<file path="config.mk">
export PLATFORM = sky130hd
export DESIGN_NAME = modexp_cell
export DESIGN_NICKNAME = d
export VERILOG_FILES = /design/src/rtl/core/modexp_pkg.sv /design/src/rtl/core/modexp_cell.sv
export SDC_FILE = /design/constraint.sdc
export NUM_CORES = 1
export LEC_CHECK = 0
export BUFFER_PORTS_ARGS = -buffer_cell sky130_fd_sc_hd__buf_2
export CAP_MARGIN = 40
export CORE_ASPECT_RATIO = 0.8
export CORE_MARGIN = 4
export CORE_UTILIZATION = 51
export CTS_CLUSTER_DIAMETER = 100
export DETAILED_ROUTE_END_ITERATION = 8
export GPL_TIMING_DRIVEN = 0
export PLACE_DENSITY_LB_ADDON = 0.12
export SKIP_LAST_GASP = 1
export SYNTH_ARGS = -nofsm -noshare
export SYNTH_HDL_FRONTEND = slang
export SYNTH_SLANG_ARGS = --single-unit
</file>
<file path="constraint.sdc">
create_clock -name clk -period 0.8 [get_ports clk]
set_input_delay 0.08 -clock clk [delete_from_list [all_inputs] [get_ports clk]]
set_output_delay 0.08 -clock clk [all_outputs]
set_load 0.02 [all_outputs]
</file>
<file path="src/rtl/core/modexp_pkg.sv">
`default_nettype none
package modexp_pkg;

	// Default word width of modulus, exponent and values
	localparam int WORD_BITS_DEF = 16;

	// Configuration register indexes
	typedef enum logic {
		REG_MODULUS  = 1'b0,
		REG_EXPONENT = 1'b1
	} reg_idx_t;

	// Control that travels with each item down the chain
	typedef struct packed {
		logic valid;
		logic last;
	} ctl_t;

endpackage
`default_nettype wire

</file>
<file path="src/rtl/core/modexp_cell.sv">
`default_nettype none
module modexp_cell #(
	parameter int W      = 16,
	parameter int BIT    = 0,  // multiplier bit handled by this cell
	parameter bit FINISH = 0,  // last step of a modular multiply
	parameter bit PRE    = 0   // input reduction cell (v mod n)
) (
	input  wire logic            clk,
	input  wire logic            arst_n,
	input  wire logic            en,
	input  wire logic [W-1:0]    n,
	input  wire logic            ebit,
	input  wire modexp_pkg::ctl_t ctl_i,
	input  wire logic [W-1:0]    acc_i,
	input  wire logic [W-1:0]    sq_i,
	input  wire logic [W-1:0]    racc_i,
	input  wire logic [W-1:0]    rsq_i,
	output modexp_pkg::ctl_t     ctl_o,
	output logic [W-1:0]         acc_o,
	output logic [W-1:0]         sq_o,
	output logic [W-1:0]         racc_o,
	output logic [W-1:0]         rsq_o
);
	import modexp_pkg::*;

	// One step of interleaved modular multiply: r = (2r + b*a) mod n, with r, a < n
	function automatic logic [W-1:0] mstep(input logic [W-1:0] r, input logic b,
		input logic [W-1:0] a, input logic [W-1:0] m);
		logic [W+1:0] t;
		logic [W+1:0] m1;
		logic [W+1:0] m2;
		t  = {1'b0, r, 1'b0} + (b ? {2'b00, a} : '0);
		m1 = {2'b00, m};
		m2 = {1'b0, m, 1'b0};
		if (t >= m2) t = t - m2;
		else if (t >= m1) t = t - m1;
		return t[W-1:0];
	endfunction

	logic [W-1:0] racc_n, rsq_n;
	logic [W-1:0] acc_n, sq_n, racc_d, rsq_d;

	always_comb begin
		if (PRE) begin
			racc_n = racc_i;
			rsq_n  = mstep(rsq_i, sq_i[BIT], W'(1), n);
		end else begin
			racc_n = mstep(racc_i, acc_i[BIT], sq_i, n);
			rsq_n  = mstep(rsq_i, sq_i[BIT], sq_i, n);
		end
		if (FINISH) begin
			acc_n  = (!PRE && ebit) ? racc_n : acc_i;
			sq_n   = rsq_n;
			racc_d = '0;
			rsq_d  = '0;
		end else begin
			acc_n  = acc_i;
			sq_n   = sq_i;
			racc_d = racc_n;
			rsq_d  = rsq_n;
		end
	end

	// Control
	always_ff @(posedge clk or negedge arst_n) begin
		if (!arst_n) begin
			ctl_o <= '0;
		end else if (en) begin
			ctl_o <= ctl_i;
		end
	end

	// Payload
	always_ff @(posedge clk) begin
		if (en) begin
			acc_o  <= acc_n;
			sq_o   <= sq_n;
			racc_o <= racc_d;
			rsq_o  <= rsq_d;
		end
	end

endmodule
`default_nettype wire

</file>
== Word level (Yosys, flattened, before mapping) ==
Index checks and enable logic that the tools add are counted.

* Mux-type cells: 6
* $lt $le $gt $ge: 4
* $add $sub $neg: 6

{| class="wikitable"
|+ Operator list
! operator !! number
|-
| 2-to-1 mux 16 bit || 6
|-
| subtractor 16 bit || 4
|-
| adder 17 x 16 -> 18 bit || 2
|-
| >= comparator 18 x 16 -> 1 bit || 2
|-
| >= comparator 18 x 17 -> 1 bit || 2
|}

* Output and inout port bits: 66
* Register bits: 66

== Longest topological paths before layout ==
Gate-level depths: netlist (run 1).

* Depth in word-level cells: 5
* Mapped depth: 24

== Worst setup path before layout (run 1) ==
Ideal clock, no wire load.

* Path kind: input to register
* Start point: input port acc_i[0]
* End point: register racc_o[11] (data pin)
* Arrival: 4250 ps
* Stages: 23
* Setup time: 261 ps
* Data required time: 539 ps
* Setup slack: -3711 ps
* Path through: and2_1 ha_1 inv_1 fa_1 nor2b_1 o31a_1 o311ai_4 nand2_1 a21o_1 a21o_1 a21oi_1 xnor2_1 ha_1 a21o_1 a21oi_1 nand3b_1 o21ai_0 a31oi_1 or4_1 a221o_1 buf_6 and2_4 a311o_1

* Longest elaborated chain between the ends: 5
* Elaborated cells between the ends (all ways): 8
* Those cells by class: add/sub (3); order compare (2); mux (3)

{| class="wikitable"
|+ Ends and longest elaborated chain
! element !! RTL line !! RTL
|-
| start, declared || modexp_cell.sv:14 || <nowiki>input wire logic [W-1:0] acc_i,</nowiki>
|-
| 2-to-1 mux 16 bit (*) || modexp_cell.sv:32 || <nowiki>t = {1'b0, r, 1'b0} + (b ? {2'b00, a} : '0);</nowiki>
|-
| adder 17 x 16 -> 18 bit (*) || modexp_cell.sv:32 ||
|-
| subtractor 16 bit / >= comparator 18 x 16 -> 1 bit (equally long branches) || modexp_cell.sv:36 || <nowiki>else if (t >= m1) t = t - m1;</nowiki>
|-
| 2-to-1 mux 16 bit || modexp_cell.sv:36 ||
|-
| 2-to-1 mux 16 bit (*) || modexp_cell.sv:35 || <nowiki>if (t >= m2) t = t - m2;</nowiki>
|-
| net racc_d[11] || modexp_cell.sv:41 || <nowiki>logic [W-1:0] acc_n, sq_n, racc_d, rsq_d;</nowiki>
|-
| end signal, assigned || modexp_cell.sv:78 || <nowiki>racc_o <= racc_d;</nowiki>
|-
| end, declared || modexp_cell.sv:21 || <nowiki>output logic [W-1:0] racc_o,</nowiki>
|}

The timed path passes the listed nets; every way through them passes the cells marked *.
A chain may end at the register's enable or synchronous reset.

== Worst setup path after layout (run 1) ==
* Start point: input port sq_i[1]
* End point: register racc_o[11] (data pin)

* Longest elaborated chain between the ends: 5
* Elaborated cells between the ends (all ways): 8
* Those cells by class: add/sub (3); order compare (2); mux (3)

{| class="wikitable"
|+ Ends and longest elaborated chain
! element !! RTL line !! RTL
|-
| start, declared || modexp_cell.sv:15 || <nowiki>input wire logic [W-1:0] sq_i,</nowiki>
|-
| 2-to-1 mux 16 bit (*) || modexp_cell.sv:32 ||
|-
| adder 17 x 16 -> 18 bit (*) || modexp_cell.sv:32 ||
|-
| subtractor 16 bit / >= comparator 18 x 16 -> 1 bit (equally long branches) || modexp_cell.sv:36 ||
|-
| 2-to-1 mux 16 bit || modexp_cell.sv:36 ||
|-
| 2-to-1 mux 16 bit (*) || modexp_cell.sv:35 ||
|-
| net racc_d[11] || modexp_cell.sv:41 ||
|}

Marked as above.

==> impl_metrics.ini, run 1 <==
[detailed_routing]
first_pass_iters = 6
via_per_inst = 5.998
final_antenna_net_count = 0
drt_iter0_drc = 605
drc = 0
finalWirelength_mm = 24.41
vias = 7144
wl_per_cell_um = 20.50

[die]
die-area_mm2 = 0.01579
die_w_um = 139.5
start_util_pct = 52.07
core_area_mm2 = 0.01355
ioPinCount = 152
fp-row-count = 38
chipHeight_um = 113.2

[global_routing]
grt_start_max_net_pins = 43
grt_util_all_layers_pct = 29.24
grt_overflow = 0
grt_pass1_vias = 6911
grt_pass1_wl_mm = 36.45
antenna_found_initial = 0

[timing]
hold_violations = 1
timing.final.ws_setup_ns = -3.593
slew_headroom_pct = 57.82
setup_tns_ns = -115.81
fmax_mhz = 227.6
worst_slew_pin_slew_ns = 0.6305
drv_slew = 0
finalCriticalPeriod_ns = 4.393
final.setup_skew_ns = 0
period_share_pct = 549.1
rsz0062_at_grt = yes
setup_violations = 98
hold_ws_ns = -0.06755

[final_layout]
fin_nets = 1192
layout_commonest_cell = buf_2
fin_cells = 1191
final_area_mm2 = 0.01028
layout_common_cells = 114 x buf_2, 74 x ha_1, 64 x edfxtp_1, 50 x a21oi_1, 50 x buf_6
syn_to_final_growth_pct = 45.75
antenna_cells = 0
drive_gt1_share_pct = 36.30
final_core_util_pct = 75.89

[power_and_ir_drop]
p_sw_mw = 9.744
power_density_mw_per_mm2 = 2307
p_int_mw = 13.98
p_total_mw = 23.73
p_sw_share_pct = 41.07
leakage_nw = 4.523
p_clk_share_pct = 17.3
power.sequential.fraction_pct = 21.5
pwr-share-comb_pct = 61.2
ir_drop_mv = 1.402

[place]
dp.cells = 1090
dp_slack_ns = -4.545
dpl.hpwl_mm = 17.00
portBuffers = 150
dpl-instance-area_mm2 = 0.008294
place_congestion = 0.9457

[worst_setup_path]
crit_type = in2reg
regToRegStartpoint = ctl_o[0]
startpoint = sq_i[1]
rrSetupSlack_ns = 0.01
cp_max_fo = 5
crit_path_end_kind = register
arrival_ns = 4.49
slowest_stage = or4_1
max_stage_delay_ns = 0.50
critPathRequiredTime_ns = 0.90
start_kind = input pin
reg2reg_depth = 1

[synthesis]
yosysWarnings = 0
synth.distinct_cells = 65
synth_largest_area_cell = edfxtp_1
syn_area_mm2 = 0.007056
synth_ff_type = edfxtp_1
synth_top_area_share_pct = 27.24
async_reset_ff_share_pct = 3.030
syn_nets = 945
syn_inst = 759
synthTopCellsByArea = edfxtp_1 27%, ha_1 17%, xnor2_1 6.3%
synth_seq_area_share_pct = 27.95
synth_edf_count = 64
synth.avg_cell_area_um2 = 9.296
synth-seq-cells = 66

[job]
max_cap_violations = 0

[clocking]
cts_root_buf = clkbuf_16
clock_sinks = 66
clk_path_buf_depth = 2
cts_max_level = 3
cts_buffers = 9
cts.clk_slew.worst_paths_ns = 0.06
clock_latency_ns = 0.35
cts_hold_buf = 34
cts_tree = done

[hold_path]
min-delay-start = acc_i[0]
hp-class = in2reg
hold_depth = 1

[run_status]
failed_checks = hold timing, setup timing
status = complete, but fails checks
[cell usage after synthesis, types with 14 or more instances]
library cell and n:
xnor2_1 51, a21oi_1 69, mux2i_1 31, o21a_1 14, inv_1 51, ha_1 94, nor3_1 17, and2_1 30
edfxtp_1 64, xor2_1 19, nand2_1 36, nor2_1 52, nand3_1 15, a21o_1 26, o21ai_0 29
[worst paths after layout]
| path | to |
|---|---|
| setup / recovery | racc_o[11] |
| hold / removal | acc_o[0] |
| setup reg to reg | ctl_o[0] |
| hold reg to reg | ctl_o[1] |
| max in group asynchronous | ctl_o[0] |
| min in group asynchronous | ctl_o[1] |
[power groups by stage]
stage               logic [mW]  clock network (mW)  registers (mW)
CTS                       13.1                4.15            5.07
finish                    14.5                4.11            5.09
floorplan                 7.33                   0            6.02
global route              15.5                4.29            5.16
detailed placement        11.1                   0            5.05
global placement          10.9                   0            5.04
[final cells by class]
type / count / area [um^2]
plain buffers: 13 / 155.1
flip-flops and latches: 66 / 1974
repair buffers: 236 / 1807
inverters: 51 / 193.9
clock inverters: 6 / 66.31
well taps: 180 / 225.2
multi-input cells: 629 / 5633
fillers: 932 / 3267
clock buffers: 10 / 229.0
[worst max-delay path: cells and delay by family]
kind	cells	cell delay [ns]
xor gates and xnor gates	1	0.13
AOI/OAI and AO/OA	11	2.31
and+or+nand+nor	6	1.00
buffers and inverters	4	0.43
adders and majority gates	3	0.54
[kinds of logic (layout without fill, tap and decap cells)]
family	after synthesis	in the layout	share of synthesized area (%)
simple gates	209	209	15.07
buf+inv	64	316	4.008
flops	66	66	27.95
fa+ha+maj	100	100	18.37
compound gates	216	216	21.03
mux	34	34	4.877
xor+xnor	70	70	8.690
[per-layer routing]
metal / track usage (%) / up-vias / share of wire, %
met3: 7.900 / 43 / 8.8
met5: 0 / - / 0
met4: 8.605 / 0 / 2.5
met2: 45.94 / 319 / 45
met1: 39.77 / 3461 / 44
li1: - / 3321 / -
[state kept, by name (all words and copies together), names as in the netlist]
register	cells
acc_o	16
rsq_o	16
sq_o	16
ctl_o	2
racc_o	16
[repair_timing]
item,4_1_cts,5_1_grt
setup buffers,39,10
gates cloned,1,2
hold endpoints to repair,36,1
setup endpoints to repair,140,99
gates resized for setup,121,78
pin swaps,44,30
Note: power is estimated with default switching activity, not from simulation.
==> run 2: changes to the inputs <==
--- a/config.mk
+++ b/config.mk
@@ -9,7 +9,7 @@
 export CAP_MARGIN = 40
 export CORE_ASPECT_RATIO = 0.8
 export CORE_MARGIN = 4
-export CORE_UTILIZATION = 51
+export CORE_UTILIZATION = 57
 export CTS_CLUSTER_DIAMETER = 100
 export DETAILED_ROUTE_END_ITERATION = 8
 export GPL_TIMING_DRIVEN = 0
==> constraint.sdc (replaced) <==
create_clock -name clk -period 4.4 [get_ports clk]
set_input_delay 0.44 -clock clk [delete_from_list [all_inputs] [get_ports clk]]
set_output_delay 0.44 -clock clk [all_outputs]
set_load 0.02 [all_outputs]
==> impl_metrics.ini, run 2 (synthesis results as in run 1) <==
[detailed_routing]
drt_iter0_drc = 493
finalWirelength_mm = 21.94
via_per_inst = 6.061
drc = 0
wl_per_cell_um = 19.66
final_antenna_net_count = 0
first_pass_iters = 5
vias = 6764

[final_layout]
fin_nets = 1145
layout_commonest_cell = buf_2
layout_common_cells = 147 x buf_2, 80 x ha_1, 64 x edfxtp_1, 61 x a21oi_1, 50 x nor2_1
drive_gt1_share_pct = 33.30
fill_cells = 834
syn_to_final_growth_pct = 30.15
antenna_cells = 0
final_area_mm2 = 0.009183
fin_cells = 1116

[timing]
hold_ws_ns = 0.2640
period_share_pct = 109.3
setup_tns_ns = -5.528
slew_headroom_pct = 51.38
drv_slew = 0
setup_violations = 16
finalCriticalPeriod_ns = 4.810
final.setup_skew_ns = 0
rsz0062_at_grt = yes
worst_slew_pin_slew_ns = 0.7293
timing.final.ws_setup_ns = -0.4099
hold_violations = 0
fmax_mhz = 207.9

[global_routing]
grt_pass1_vias = 6529
grt_util_all_layers_pct = 29.52
grt_pass1_wl_mm = 33.01
antenna_found_initial = 2
grt_overflow = 0
grt_start_max_net_pins = 41

[power_and_ir_drop]
ir_drop_mv = 0.3018
p_int_mw = 2.316
leakage_nw = 4.154
p_sw_mw = 1.625
p_clk_share_pct = 18.9
p_sw_share_pct = 41.23
power_density_mw_per_mm2 = 429.3
pwr-share-comb_pct = 58.2
power.sequential.fraction_pct = 22.9

[die]
chipHeight_um = 107.5
core_area_mm2 = 0.01216
start_util_pct = 58.01
fp-row-count = 36
die_w_um = 132.4
die-area_mm2 = 0.01423
ioPinCount = 152

[worst_setup_path]
crit_path_end_kind = register
reg2reg_to = ctl_o[0]
critPathRequiredTime_ns = 4.49
reg2reg_depth = 1
arrival_ns = 4.90
start_kind = input pin
rrSetupSlack_ns = 3.66
crit_type = in2reg
regToRegStartpoint = ctl_o[0]
cp_max_fo = 8

[run_status]
status = complete, but fails checks
failed_checks = setup timing

[clocking]
cts_tree = done
cts_max_level = 3
clock_sinks = 66
cts_root_buf = clkbuf_16
cts.clk_slew.worst_paths_ns = 0.06
cts_buffers = 9
clock_latency_ns = 0.35
clk_path_buf_depth = 2

[job]
max_cap_violations = 0

[hold_path]
min-delay-start = acc_i[8]
hold_end = acc_o[8]
hp-class = in2reg
hold_depth = 1

[place]
dpl-instance-area_mm2 = 0.008049
dp.cells = 1062
portBuffers = 150
dpl.hpwl_mm = 16.50
place_congestion = 0.8974
-- run 2: cell count changes in the layout (fill, tap and decap cells not counted), sizes merged --
cell | before | now
clkinv | 1 | 4
dlygate4sd3 | 34 | 1
buf | 211 | 197
inv | 52 | 53
clkinvlp | 3 | 0
clkbuf | 14 | 13
-- run 2: power by group through the flow --
stage	combinational [mW]	sequential [mW]	clock, mW
finish	2.29	0.903	0.746
global route	2.47	0.915	0.793
CTS	2.05	0.903	0.757
detailed placement	1.91	0.915	0
global placement	1.87	0.910	0
floorplan	1.26	1.09	0
-- run 2: worst max path at each step --
stage / slack [ns] / end / start / depth (start not counted)
after global placement: -1.13 / rsq_o[15] / sq_i[0] / 18
after global routing: -0.55 / racc_o[11] / acc_i[0] / 24
after floorplan: -0.37 / racc_o[11] / acc_i[0] / 23
final: -0.41 / racc_o[8] / acc_i[0] / 26
after detailed placement: -1.20 / rsq_o[15] / sq_i[0] / 18
after CTS: -0.27 / racc_o[11] / acc_i[0] / 24
-- run 2: per-layer routing --
metal	track usage (%)	up-vias	share of wire, %
li1	-	3237	-
met1	39.66	3146	44
met2	45.19	326	43
met3	9.206	51	10
met4	10.24	4	2.9
met5	0	-	0.096
-- run 2: worst max-delay path, stage by stage --
cell      delay [ns]
buf_12          0.12
and2_4          0.14
ha_4            0.16
inv_4           0.05
fa_2            0.21
nor2b_2         0.05
o31a_1          0.35
o311ai_4        0.30
nand2_1         0.08
a21o_1          0.19
a21o_1          0.17
a21oi_2         0.16
xnor2_2         0.18
ha_4            0.26
a21o_1          0.17
a21oi_2         0.15
nand3b_1        0.11
o21ai_2         0.09
a31oi_4         0.06
or4_1           0.53
a221o_1         0.35
buf_6           0.16
buf_4           0.14
buf_8           0.13
nand2_2         0.06
o21ai_1         0.08
-- run 2: cell type report --
type / instances / area, um^2 / share of cell area (%)
timing repair buffer: 189 / 1107 / 12.06
inverter: 51 / 193.9 / 2.112
sequential: 66 / 1972 / 21.47
clock buffer: 9 / 225.2 / 2.453
buffer: 13 / 132.6 / 1.444
tap: 152 / 190.2 / 2.071
multi-input combinational: 629 / 5286 / 57.57
clock inverter: 7 / 75.07 / 0.8175
-- run 2: timing repair --
| action | 4_1_cts | 5_1_grt |
|---|---|---|
| setup buffers | 19 | 16 |
| endpoints found under the setup margin | 32 | 32 |
| pin swaps | 28 | 33 |
| gates resized for setup | 56 | 66 |
| cloned | 1 | 1 |
| hold buffers | 1 | 0 |
| endpoints found under the hold margin | 2 | 0 |
-- run 2: stage by stage --
stage | util [%] | total power, mW | worst slack [ns]
6_report | 75.50 | 3.942 | -0.4099
5_1_grt | 75.50 | 4.179 | -0.5542
4_1_cts | 71.97 | 3.713 | -0.2729
3_5_place_dp | 66.18 | 2.828 | -1.204
3_3_place_gp | 66.02 | 2.781 | -1.128
2_1_floorplan | - | 2.351 | -0.3661
==> run 3: changes to the inputs <==
--- a/config.mk
+++ b/config.mk
@@ -5,15 +5,16 @@
 export SDC_FILE = /design/constraint.sdc
 export NUM_CORES = 1
 export LEC_CHECK = 0
-export BUFFER_PORTS_ARGS = -buffer_cell sky130_fd_sc_hd__buf_2
 export CAP_MARGIN = 40
 export CORE_ASPECT_RATIO = 0.8
 export CORE_MARGIN = 4
-export CORE_UTILIZATION = 57
+export CORE_UTILIZATION = 65
 export CTS_CLUSTER_DIAMETER = 100
 export DETAILED_ROUTE_END_ITERATION = 8
+export DONT_BUFFER_PORTS = 1
 export GPL_TIMING_DRIVEN = 0
 export PLACE_DENSITY_LB_ADDON = 0.12
+export SKIP_CTS_REPAIR_TIMING = 1
 export SKIP_LAST_GASP = 1
 export SYNTH_ARGS = -nofsm -noshare
 export SYNTH_HDL_FRONTEND = slang
==> impl_metrics.ini, run 3 (synthesis results as in run 1) <==
[timing]
finalCriticalPeriod_ns = 4.708
setup_violations = 16
rsz0062_at_grt = yes
worst_slew_pin_slew_ns = 0.6509
period_share_pct = 107.0
slew_headroom_pct = 56.32
final.setup_skew_ns = 0
hold_violations = 0
fmax_mhz = 212.4
drv_slew = 0
timing.final.ws_setup_ns = -0.3081

[final_layout]
antenna_cells = 0
fin_nets = 973
fill_cells = 732
fin_cells = 932
layout_commonest_cell = ha_1
drive_gt1_share_pct = 14.27
layout_common_cells = 87 x ha_1, 64 x edfxtp_1, 61 x a21oi_1, 50 x nor2_1, 49 x inv_1
syn_to_final_growth_pct = 13.11

[worst_setup_path]
crit_type = in2reg
critPathRequiredTime_ns = 4.49
cp_max_fo = 9
arrival_ns = 4.79
crit_path_end_kind = register
start_kind = input pin

[die]
start_util_pct = 67.81
die-area_mm2 = 0.01260
chipHeight_um = 101.2
core_area_mm2 = 0.01041
ioPinCount = 152
die_w_um = 124.5
fp-row-count = 33

[run_status]
failed_checks = setup timing
status = complete, but fails checks

[power_and_ir_drop]
p_sw_share_pct = 41.28
ir_drop_mv = 0.2935
p_sw_mw = 1.491
power_density_mw_per_mm2 = 452.6
power.sequential.fraction_pct = 30.4
p_int_mw = 2.121
pwr-share-comb_pct = 49.4
p_total_mw = 3.611
p_clk_share_pct = 20.1
leakage_nw = 3.368

[place]
dpl.hpwl_mm = 15.73
dp.cells = 899
place_congestion = 0.9495
portBuffers = 0

[detailed_routing]
drt_iter0_drc = 584
wl_per_cell_um = 21.93
final_antenna_net_count = 0
via_per_inst = 6.628
first_pass_iters = 5
finalWirelength_mm = 20.44
vias = 6177
drc = 0

[global_routing]
antenna_found_initial = 0
grt_pass1_vias = 5976
grt_overflow = 0
grt_pass1_wl_mm = 31.05
grt_start_max_net_pins = 67
grt_util_all_layers_pct = 31.03

[hold_path]
hp-class = in2reg

[clocking]
cts_tree = done
clock_latency_ns = 0.34
cts.clk_slew.worst_paths_ns = 0.06
cts_buffers = 9
cts_root_buf = clkbuf_16
clock_sinks = 66
clk_path_buf_depth = 2
cts_max_level = 3

[job]
max_cap_violations = 0
run 3: through the flow:
step / TNS [ns] / hold slack, ns / instance area [um^2] / setup slack, ns / util [%]
after global routing: -6.313 / 0.1818 / 7980 / -0.4446 / 76.70
after detailed placement: -30.12 / 0.1445 / 7263 / -1.140 / 69.81
after CTS: -20.12 / -0.2144 / 7559 / -0.8256 / 72.64
after global placement: -26.66 / 0.1445 / 7263 / -1.101 / 69.81
final: -3.838 / 0.1894 / 7980 / -0.3081 / 76.70
after floorplan: -4.111 / 0.1444 / 7088 / -0.3661 / -
run 3: path summary, 6_finish.rpt:
| path | from | depth (start not counted) | slack, ns | end |
|---|---|---|---|---|
| min in group asynchronous | arst_n | 1 | 0.33 | ctl_o[0] |
| max | acc_i[0] | 23 | -0.31 | racc_o[11] |
| min reg2reg | ctl_o[0] | 1 | 0.68 | ctl_o[0] |
| min | acc_i[10] | 0 | 0.19 | acc_o[10] |
| max reg2reg | ctl_o[1] | 1 | 3.54 | ctl_o[1] |
| max in group asynchronous | arst_n | 1 | 3.95 | ctl_o[1] |
run 3: layout make-up:
cell class	instances	area, um^2	area share [%]
Multi-Input combinational cell	629	5096	63.86
Timing Repair Buffer	17	130.1	1.631
Buffer	13	117.6	1.474
Inverter	51	193.9	2.430
Clock buffer	9	225.2	2.822
Sequential cell	66	1972	24.71
Tap cell	140	175.2	2.195
Clock inverter	7	70.07	0.8780
run 3: power by group through the flow:
stage	Clock (mW)	Combinational (mW)	Sequential [mW]
floorplan	0	1.26	1.09
detailed placement	0	1.56	1.12
CTS	0.732	1.58	1.11
finish	0.726	1.79	1.10
global placement	0	1.51	1.11
global route	0.756	1.93	1.11
run 3: worst max-delay path, stage by stage:
cell and delay, ns:
and2_4 0.15, ha_4 0.17, inv_2 0.05, fa_2 0.20
nor2b_1 0.06, o31a_1 0.30, o311ai_4 0.31, nand2_1 0.10
a21o_1 0.22, a21o_1 0.18, a21oi_2 0.17, xnor2_2 0.16
ha_4 0.26, a21o_1 0.18, a21oi_2 0.15, nand3b_1 0.08
o21ai_1 0.10, a31oi_2 0.08, or4_1 0.51, a221o_1 0.35
buf_6 0.15, and2_4 0.14, a311o_1 0.27
run 3: metal layers:
metal	wire (um)	up-vias	track usage, %
li1	-	2888	-
met1	8597	2886	41.20
met2	9152	357	49.71
met3	2122	46	8.382
met4	569	0	10.78
met5	0	-	0
